`config.mk`:
```
export PLATFORM = sky130hd
export DESIGN_NAME = sm83_alu_with_flags
export DESIGN_NICKNAME = d
export VERILOG_FILES = /design/src/sv/sm83_pkg.sv /design/src/sv/sm83_alu_core.sv /design/src/sv/sm83_alu_with_flags.sv
export SDC_FILE = /design/constraint.sdc
export NUM_CORES = 1
export LEC_CHECK = 0
export BUFFER_PORTS_ARGS = -buffer_cell sky130_fd_sc_hd__buf_2
export CAP_MARGIN = 20
export CORE_UTILIZATION = 50
export DETAILED_ROUTE_END_ITERATION = 12
export PLACE_DENSITY = 0.7
export SETUP_SLACK_MARGIN = 0.2
export SYNTH_ARGS = -nofsm -noshare
export SYNTH_HDL_FRONTEND = slang
export SYNTH_HIERARCHICAL = 1
export SYNTH_SLANG_ARGS = --single-unit
```
`constraint.sdc`:
```
create_clock -name clk -period 7.2 [get_ports clk]
set_clock_uncertainty 0.15 [all_clocks]
set_input_delay 1.44 -clock clk [delete_from_list [all_inputs] [get_ports clk]]
set_output_delay 1.44 -clock clk [all_outputs]
set_load 0.02 [all_outputs]
```
`src/sv/sm83_pkg.sv`:
```
// Shared types and constants for the SM83-style accumulator ALU.
// Holds the operation codes, the flag bit positions and the result bundle.
// No dependencies; used by sm83_alu_core and sm83_alu_with_flags.
package sm83_pkg;

  typedef enum logic [4:0] {
    OP_ADD    = 5'd0,
    OP_ADC    = 5'd1,
    OP_SUB    = 5'd2,
    OP_SBC    = 5'd3,
    OP_CP     = 5'd4,
    OP_AND    = 5'd5,
    OP_OR     = 5'd6,
    OP_XOR    = 5'd7,
    OP_CPL    = 5'd8,
    OP_INC    = 5'd9,
    OP_DEC    = 5'd10,
    OP_RL     = 5'd11,
    OP_RLC    = 5'd12,
    OP_RR     = 5'd13,
    OP_RRC    = 5'd14,
    OP_RLA    = 5'd15,
    OP_RLCA   = 5'd16,
    OP_RRA    = 5'd17,
    OP_RRCA   = 5'd18,
    OP_BIT    = 5'd19,
    OP_RES    = 5'd20,
    OP_SET    = 5'd21,
    OP_ADD_HL = 5'd22
  } op_t;

  // Flag bit positions inside the 4-bit flag word.
  localparam int unsigned FLAG_Z = 3;
  localparam int unsigned FLAG_N = 2;
  localparam int unsigned FLAG_H = 1;
  localparam int unsigned FLAG_C = 0;

  typedef struct packed {
    logic [7:0]  value;
    logic [7:0]  acc;
    logic [3:0]  flags;
    logic [15:0] hl;
  } alu_result_t;

  typedef struct packed {
    logic [7:0]  acc;
    logic [3:0]  flags;
    logic [15:0] hl;
  } alu_state_t;

endpackage

```
`src/sv/sm83_alu_core.sv`:
```
// Combinational datapath of the SM83-style ALU: one operation on the
// current accumulator, flags and HL. Depends on sm83_pkg.
module sm83_alu_core (
  input  logic [4:0]           func,
  input  logic [7:0]           operand,
  input  logic [2:0]           bit_index,
  input  logic [15:0]          operand_wide,
  input  sm83_pkg::alu_state_t state,
  output sm83_pkg::alu_result_t result
);

  logic [7:0]  acc;
  logic [3:0]  flg;
  logic        cin;
  logic        use_cin;
  logic [8:0]  add_sum;
  logic [4:0]  add_low;
  logic [8:0]  sub_diff;
  logic [4:0]  sub_low;
  logic [7:0]  logic_and;
  logic [7:0]  logic_or;
  logic [7:0]  logic_xor;
  logic [7:0]  inc_val;
  logic [7:0]  dec_val;
  logic [7:0]  rot_src;
  logic [7:0]  rot_left;
  logic [7:0]  rot_right;
  logic        rot_through;
  logic [7:0]  bit_mask;
  logic [16:0] hl_sum;
  logic [12:0] hl_low;

  assign acc     = state.acc;
  assign flg     = state.flags;
  assign cin     = flg[sm83_pkg::FLAG_C];
  assign use_cin = (func == sm83_pkg::OP_ADC) || (func == sm83_pkg::OP_SBC);

  assign add_sum  = {1'b0, acc} + {1'b0, operand} + {8'd0, use_cin & cin};
  assign add_low  = {1'b0, acc[3:0]} + {1'b0, operand[3:0]} + {4'd0, use_cin & cin};
  // Borrow out of bit 8 or bit 4 is the carry or half-carry of a subtraction.
  assign sub_diff = {1'b0, acc} - {1'b0, operand} - {8'd0, use_cin & cin};
  assign sub_low  = {1'b0, acc[3:0]} - {1'b0, operand[3:0]} - {4'd0, use_cin & cin};

  assign logic_and = acc & operand;
  assign logic_or  = acc | operand;
  assign logic_xor = acc ^ operand;
  assign inc_val   = operand + 8'd1;
  assign dec_val   = operand - 8'd1;

  // Accumulator rotates share the rotator with the register rotates.
  assign rot_src = (func == sm83_pkg::OP_RLA || func == sm83_pkg::OP_RLCA ||
                    func == sm83_pkg::OP_RRA || func == sm83_pkg::OP_RRCA) ? acc : operand;
  assign rot_through = (func == sm83_pkg::OP_RL || func == sm83_pkg::OP_RR ||
                        func == sm83_pkg::OP_RLA || func == sm83_pkg::OP_RRA);
  assign rot_left  = {rot_src[6:0], rot_through ? cin : rot_src[7]};
  assign rot_right = {rot_through ? cin : rot_src[0], rot_src[7:1]};

  assign bit_mask = 8'd1 << bit_index;

  assign hl_sum = {1'b0, state.hl} + {1'b0, operand_wide};
  assign hl_low = {1'b0, state.hl[11:0]} + {1'b0, operand_wide[11:0]};

  always_comb begin
    result.value = 8'd0;
    result.acc   = acc;
    result.flags = flg;
    result.hl    = state.hl;
    unique case (func)
      sm83_pkg::OP_ADD, sm83_pkg::OP_ADC: begin
        result.acc   = add_sum[7:0];
        result.flags = {add_sum[7:0] == 8'd0, 1'b0, add_low[4], add_sum[8]};
      end
      sm83_pkg::OP_SUB, sm83_pkg::OP_SBC: begin
        result.acc   = sub_diff[7:0];
        result.flags = {sub_diff[7:0] == 8'd0, 1'b1, sub_low[4], sub_diff[8]};
      end
      sm83_pkg::OP_CP: begin
        result.flags = {sub_diff[7:0] == 8'd0, 1'b1, sub_low[4], sub_diff[8]};
      end
      sm83_pkg::OP_AND: begin
        result.acc   = logic_and;
        result.flags = {logic_and == 8'd0, 1'b0, 1'b1, 1'b0};
      end
      sm83_pkg::OP_OR: begin
        result.acc   = logic_or;
        result.flags = {logic_or == 8'd0, 3'b000};
      end
      sm83_pkg::OP_XOR: begin
        result.acc   = logic_xor;
        result.flags = {logic_xor == 8'd0, 3'b000};
      end
      sm83_pkg::OP_CPL: begin
        result.acc   = ~acc;
        result.flags = {flg[sm83_pkg::FLAG_Z], 1'b1, 1'b1, cin};
      end
      sm83_pkg::OP_INC: begin
        result.value = inc_val;
        result.flags = {inc_val == 8'd0, 1'b0, operand[3:0] == 4'hF, cin};
      end
      sm83_pkg::OP_DEC: begin
        result.value = dec_val;
        result.flags = {dec_val == 8'd0, 1'b1, operand[3:0] == 4'h0, cin};
      end
      sm83_pkg::OP_RL, sm83_pkg::OP_RLC: begin
        result.value = rot_left;
        result.flags = {rot_left == 8'd0, 2'b00, rot_src[7]};
      end
      sm83_pkg::OP_RR, sm83_pkg::OP_RRC: begin
        result.value = rot_right;
        result.flags = {rot_right == 8'd0, 2'b00, rot_src[0]};
      end
      sm83_pkg::OP_RLA, sm83_pkg::OP_RLCA: begin
        result.value = rot_left;
        result.acc   = rot_left;
        result.flags = {3'b000, rot_src[7]};
      end
      sm83_pkg::OP_RRA, sm83_pkg::OP_RRCA: begin
        result.value = rot_right;
        result.acc   = rot_right;
        result.flags = {3'b000, rot_src[0]};
      end
      sm83_pkg::OP_BIT: begin
        result.flags = {(operand & bit_mask) == 8'd0, 1'b0, 1'b1, cin};
      end
      sm83_pkg::OP_RES: begin
        result.value = operand & ~bit_mask;
      end
      sm83_pkg::OP_SET: begin
        result.value = operand | bit_mask;
      end
      sm83_pkg::OP_ADD_HL: begin
        result.hl    = hl_sum[15:0];
        result.flags = {flg[sm83_pkg::FLAG_Z], 1'b0, hl_low[12], hl_sum[16]};
      end
      // Unused codes leave the state as it is.
      default: begin
        result.value = 8'd0;
      end
    endcase
  end

endmodule

```
`src/sv/sm83_alu_with_flags.sv`:
```
// Top level of the SM83-style ALU: architectural state, input handshake and
// the registered result beat. Depends on sm83_pkg and sm83_alu_core.
//
//   channel | handshake          | payload
//   --------+--------------------+--------------------------------------------
//   input   | in_valid/in_ready  | func, operand, bit_index, operand_wide
//   output  | out_valid/out_ready| value_out, accumulator_out, flags_out, hl_out
//
// One beat per cycle unless stalled: each input beat is worked in a single
// pass of the core and its result is in the output register on the next cycle.
// Accumulator, flags and HL update at the accepting edge, so the next beat
// sees them at once. in_ready drops only while a result waits unaccepted.
// rst clears the state and the output valid.
module sm83_alu_with_flags (
  input  logic        clk,
  input  logic        rst,
  input  logic        in_valid,
  output logic        in_ready,
  input  logic [4:0]  func,
  input  logic [7:0]  operand,
  input  logic [2:0]  bit_index,
  input  logic [15:0] operand_wide,
  output logic        out_valid,
  input  logic        out_ready,
  output logic [7:0]  value_out,
  output logic [7:0]  accumulator_out,
  output logic [3:0]  flags_out,
  output logic [15:0] hl_out
);

  sm83_pkg::alu_state_t  state;
  sm83_pkg::alu_result_t result;
  logic                  accept;

  assign in_ready = !out_valid || out_ready;
  assign accept   = in_valid && in_ready;

  sm83_alu_core u_core (
    .func         (func),
    .operand      (operand),
    .bit_index    (bit_index),
    .operand_wide (operand_wide),
    .state        (state),
    .result       (result)
  );

  always_ff @(posedge clk) begin
    if (rst) begin
      state     <= '0;
      out_valid <= 1'b0;
    end else begin
      if (accept) begin
        state.acc   <= result.acc;
        state.flags <= result.flags;
        state.hl    <= result.hl;
        out_valid   <= 1'b1;
      end else if (out_ready) begin
        out_valid <= 1'b0;
      end
    end
  end

  always_ff @(posedge clk) begin
    if (accept) begin
      value_out       <= result.value;
      accumulator_out <= result.acc;
      flags_out       <= result.flags;
      hl_out          <= result.hl;
    end
  end

  // A waiting result must block new beats.
  a_stall_blocks: assert property (@(posedge clk) disable iff (rst)
    out_valid && !out_ready |-> !in_ready)
    else $error("input accepted while result stalled");

  a_accept_valid: assert property (@(posedge clk) disable iff (rst)
    accept |=> out_valid)
    else $error("accepted beat produced no result");

  a_state_hold: assert property (@(posedge clk) disable iff (rst)
    !accept |=> $stable(state))
    else $error("state changed without an accepted beat");

  // The shown result always matches the live state it left behind.
  a_out_matches_state: assert property (@(posedge clk) disable iff (rst)
    out_valid |-> (accumulator_out == state.acc) && (flags_out == state.flags) &&
                  (hl_out == state.hl))
    else $error("result out of step with state");

endmodule
```
==> summary.txt, run 1 <==
Setup path
  – CP max FO: 28
  – Critical Path, Cell by Cell: buf_2 -> nor3_1 -> nand3_1 -> fa_1 -> fa_1 -> nor2_1 -> nor2_1 -> nor2_1 -> o21ai_1 -> a21o_1 -> a21oi_1 -> xnor2_1 -> o211ai_1 -> nand3_1 -> a21oi_2
  – Worst EP required: 7.30 ns
  – CP startpoint kind: input pin
  – Worst path slowest cell: fa_1
  – CP Class: in -> reg
  – Worst setup EP type: register
  – Crit path largest cell delay: 0.47 ns
  – Worst r2r src: state[16]
  – Crit path DAT: 4.78 ns
  – Cell mode on critical path: nor2_1
  – Worst Path Buf+Inv: 1
  – R2R cell count: 13
  – Register-to-register setup slack: 3.98 ns
  – Critical Path Source: func[4]
  – Crit path max-delay family: simple AND/OR/NAND/NOR gates
  – Reg-to-Reg End: state[16]

Global route
  – Gr usage total: 0.306
  – Initial antenna violation count: 0
  – Vias in the first global route: 5654
  – Total congestion overflow: 0
  – First-pass GRT wire length: 30800 um
  – Pin count of the biggest net entering global routing: 59

Drt
  – WL final: 19700 um
  – Initial drt markers: 620
  – DRC: 0
  – Drt wl/cell: 20.8 um
  – DR vias: 6064
  – 1st-pass router iterations: 5
  – Via-to-Cell Ratio: 6.42
  – Final ANT Viol Nets: 0

Floorplanning
  – Core ar.: 12100 um^2
  – Starting Density: 0.518
  – Ports: 74
  – Die W: 114 um
  – Die H: 114 um
  – DIE AREA: 13000 um^2
  – FP Rows: 40

CTS
  – # clock sinks: 65
  – Root Buffer: clkbuf_16
  – Num CTS Buffers: 9
  – # H-tree levels: 3
  – Maximum buffer depth of the clock tree: 2
  – CTS tree: yes
  – # resized after CTS: 0
  – Setup repair bufs after CTS: 0
  – Skew-Pair Late Insertion Delay: 0.33 ns
  – CTS hold repair buffers: 0
  – Clk pin slew, worst setup/hold paths: 0.06 ns

Synthesis
  – Synth Area in Compound Gates: 0.289
  – Register area share after synthesis: 0.265
  – Mux contribution to synthesized area: 0.0317
  – Simple-Gate Fraction of Synth Area: 0.192
  – Synthesized area: 6270 um^2
  – EDFF count, synth: 36
  – Syn_nets: 819
  – Synth Warn #: 6
  – Area share of fa/ha/maj cells after synthesis: 0.112
  – Mapped Cells: 730
  – Async S/R FF share, synth: 0
  – Largest family of logic cells by synthesized area: compound AO/OA/AOI/OAI gates
  – Mean Syn Cell Area: 8.59 um^2
  – Top FF cell, synth: edfxtp_1
  – Synth Area in XOR/XNOR: 0.0461
  – Yosys cell types: 77
  – Flops & latches, synth: 65

Placement
  – Post-DP HPWL: 14200 um
  – Buffers on Ports: 73
  – DP Worst Slack: 2.25 ns
  – RD Place Congestion: 1.01

Timing
  – Crit path time final: 4.68 ns
  – Hold Fails Final Rpt: 0
  – Period utilization: 0.650
  – Worst setup margin: 2.52 ns
  – Max Fclk: 0.214 GHz
  – Max-slew violation count: 0
  – Slew margin rel.: 0.363
  – Worst-Margin Slew: 0.950 ns
  – Setup Total Neg Slack: 0 ns
  – RSZ-0062 raised after global routing: false
  – Setup Viol. Count Final: 0

Outcome
  – Status: finished, final reports clean

Final layout
  – Layout cells sized above 1: 0.184
  – Most frequent cells in the layout: 73 x buf_2, 51 x nand2_1, 50 x nor2_1
  – Layout Nets: 861
  – Ant diodes: 0
  – Most common cell after layout, fill and taps aside: buf_2
  – Layout area overhead: 10.4%

Min path
  – Hold Path End: state[17]
  – Cell depth of the worst hold path: 2
  – Hold Startpoint: state[17]
  – Worst Hold Class: reg -> reg

Flow run
  – Number of max-cap violations: 0

Power
  – VDD IR-drop max: 121 uV
  – Pwr Density: 173 nW/um^2
  – P_leak: 2.68 nW
==> cells in the mapped netlist, drive strengths merged (16+ instances only) <==
cell,number,share of area
ha,48,0.096
dfxtp,29,0.093
o21ai,39,0.031
nor2,52,0.032
a21bo,28,0.045
a21oi,69,0.072
clkbuf,16,0.0098
xnor2,22,0.031
buf,31,0.032
inv,37,0.022
edfxtp,36,0.17
nand3,46,0.037
nand2,52,0.032
==> worst min-delay path, cell delays in order (launching register included) <==
cell	delay, ns
dfxtp_1	0.31
a21bo_1	0.19
a21oi_2	0.05
==> final cells by class <==
| type | count | area, um^2 |
|---|---|---|
| Fill cell | 1156 | 5190 |
| Multi-Input combinational cell | 581 | 4210 |
| Sequential cell | 65 | 1660 |
| Timing Repair Buffer | 78 | 403 |
| Clock buffer | 10 | 239 |
| Tap cell | 168 | 210 |
| Inverter | 37 | 139 |
| Clock inverter | 6 | 63.8 |
==> state kept, by name, summed over array words and instances, names as in the netlist <==
register	count
hl_out	16
accumulator_out	8
state	28
value_out	8
out_valid	1
flags_out	4
==> power by group <==
group	total [W]	switching, W	internal, W
registers	0.000432	0.0000160	0.000416
logic	0.000323	0.000210	0.000114
clock network	0.000445	0.000167	0.000278
==> per-stage QoR <==
step                      cells   util  hold slack (ns)  instance area, um^2  power [W]
after floorplan             730      -            0.394                 6270   0.000664
after global placement      929  0.547            0.419                 6620   0.000750
after detailed placement    929  0.547            0.424                 6620   0.000753
after CTS                   945  0.572            0.438                 6920    0.00120
after global routing        945  0.572            0.455                 6920    0.00125
final                       945  0.572            0.444                 6920    0.00120
==> worst max path at each step <==
stage	endpoint	depth (start not counted)
global route	state[16]	15
CTS	state[16]	15
detailed placement	state[19]	14
global placement	state[19]	14
finish	state[16]	15
floorplan	state[19]	15
==> kinds of logic after synthesis <==
logic type,Yosys count
flops,65
xor+xnor,33
buf+inv,84
fa+ha+maj,53
mux,19
simple gates,233
compound gates,243
==> metal layers <==
layer | GRT usage | routed length [um] | part of all wire
met5 | 0 | 0 | 0
met4 | 0.0823 | 442 | 0.022
met3 | 0.0553 | 1650 | 0.084
met2 | 0.487 | 8820 | 0.45
met1 | 0.425 | 8750 | 0.44
(Power assumes the default switching activity.)
==> inputs of run 2 (changes only) <==
- PLACE_DENSITY: 0.7 -> 0.73
- clock period: 7.2 -> 4.1 ns (I/O delays scaled with it)
==> run 2 against run 1 <==
Hold slack got worse by 0.0045 ns; final area increased by 2.5%; die area unchanged; core utilization rose by 1.4 points; combinational power rose by 81%; global-route usage rose by 0.58 points; final cell count increased by 1.9%; sequential share of layout area decreased by 0.59 points; critical path depth fell by 1; register-to-register slack got worse by 3.1 ns; largest cell class unchanged; largest power group unchanged.
==> summary.txt, run 2 (same netlist as run 1, synthesis figures left out) <==
Global route
  – Gr usage total: 0.312
  – Total congestion overflow: 0
  – Initial antenna violation count: 1
  – Pin count of the biggest net entering global routing: 59
  – Vias in the first global route: 5722
  – First-pass GRT wire length: 31200 um

Final layout
  – Top flop regs: state: 28 flops, hl_out: 16 flops
  – Footprint of the multi-input gates: 4210 um^2
  – Most common cell after layout, fill and taps aside: buf_2
  – Largest register FFs: 28
  – Layout area overhead: 13.2%
  – Biggest register: state
  – Layout Utilization: 0.586
  – Most frequent cells in the layout: 73 x buf_2, 51 x nand2_1, 50 x nor2_1
  – Sequential cell area: 1660 um^2
  – Layout cells sized above 1: 0.202
  – Fillers: 1089
  – Layout Nets: 878

CTS
  – # clock sinks: 65
  – Maximum buffer depth of the clock tree: 2
  – Skew-Pair Late Insertion Delay: 0.34 ns
  – Clk pin slew, worst setup/hold paths: 0.06 ns
  – Num CTS Buffers: 9
  – CTS tree: yes
  – Root Buffer: clkbuf_16
  – Setup repair bufs after CTS: 0
  – # H-tree levels: 3
  – CTS hold repair buffers: 0

Setup path
  – Worst setup EP type: register
  – CP Class: in -> reg
  – Register-to-register setup slack: 0.84 ns
  – Cell mode on critical path: nand3_1
  – CP startpoint kind: input pin
  – Crit path DAT: 3.83 ns
  – Worst path slowest cell: or4_1
  – Crit path max-delay family: simple AND/OR/NAND/NOR gates
  – Worst EP required: 4.22 ns
  – CP max FO: 2
  – Crit path largest cell delay: 0.49 ns
  – Worst Path Buf+Inv: 1
  – Critical Path, Cell by Cell: buf_2 -> nor3_2 -> nand3_1 -> fa_1 -> ha_1 -> a211oi_2 -> xnor2_1 -> or4_1 -> nor4_1 -> nand3_1 -> o2bb2ai_1 -> nand2_1 -> nand3_1 -> a21oi_2

Floorplanning
  – FP Rows: 40
  – Ports: 74
  – DIE AREA: 13000 um^2
  – Core ar.: 12100 um^2
  – Die H: 114 um
  – Starting Density: 0.518
  – Die W: 114 um

Timing
  – Hold_ws: 0.439 ns
  – Slew margin rel.: 0.377
  – Max-slew violation count: 0
  – Setup Viol. Count Final: 0
  – Worst setup margin: 0.396 ns
  – Period utilization: 0.903
  – RSZ-0062 raised after global routing: false
  – Hold Fails Final Rpt: 0
  – Crit path time final: 3.70 ns
  – Setup Total Neg Slack: 0 ns
  – Worst-Margin Slew: 0.935 ns
  – Max Fclk: 0.270 GHz

Drt
  – Initial drt markers: 606
  – DRC: 0
  – Drt wl/cell: 20.4 um
  – DR vias: 6084
  – Final ANT Viol Nets: 0
  – WL final: 19600 um
  – Via-to-Cell Ratio: 6.32
  – 1st-pass router iterations: 5

Placement
  – DP Worst Slack: 0.0105 ns
  – RD Place Congestion: 0.999
  – Buffers on Ports: 73
  – Post-DP HPWL: 14500 um

Min path
  – Worst Hold Class: reg -> reg

Power
  – VDD IR-drop max: 188 uV
  – P_leak: 2.78 nW
  – Pwr Density: 314 nW/um^2

Flow run
  – Number of max-cap violations: 0

Outcome
  – Status: finished, final reports clean
## run 2: through the flow
step	power (W)	instance area (um^2)	cells
finish	0.00223	7100	963
floorplan	0.00117	6270	730
detailed placement	0.00134	6750	946
CTS	0.00223	7090	962
global route	0.00232	7100	962
global placement	0.00133	6750	946
## run 2: worst reg2reg max path: stages, from the launching register on
cell	delay, ns
dfxtp_1	0.40
nand3_1	0.20
fa_1	0.46
ha_1	0.30
a211oi_2	0.30
xnor2_1	0.13
or4_1	0.49
nor4_1	0.20
nand3_1	0.11
o2bb2ai_1	0.14
nand2_1	0.09
nand3_1	0.09
a21oi_2	0.14
## run 2: routing by layer
layer	GRT usage	part of all wire
met1	0.436	0.45
met2	0.472	0.44
met3	0.0648	0.086
met4	0.116	0.026
met5	0	0
## run 2: final cells by class
class                           count  share of cell area
Multi-Input combinational cell    581               0.594
Clock buffer                       10              0.0323
Clock inverter                      6              0.0159
Tap cell                          168              0.0296
Timing Repair Buffer               95              0.0747
Inverter                           37              0.0196
Sequential cell                    65               0.234
Antenna cell                        1            0.000353
## run 2: where the power goes
part           total [W]  switching [W]  internal, W
clock network   0.000892       0.000296     0.000596
registers       0.000751      0.0000208     0.000730
logic           0.000586       0.000375     0.000210
total            0.00223       0.000693      0.00154
## run 2: path summary, 6_finish.rpt
path              from   endpoint  cells after the start
max            func[3]  state[19]                     14
min          state[17]  state[17]                      2
max reg2reg  state[16]  state[19]                     12
min reg2reg  state[17]  state[17]                      2
## run 2: timing repair
item                                   CTS  global route
setup endpoints to repair                0             2
resized for setup                        0             1
endpoints found under the hold margin    0             0
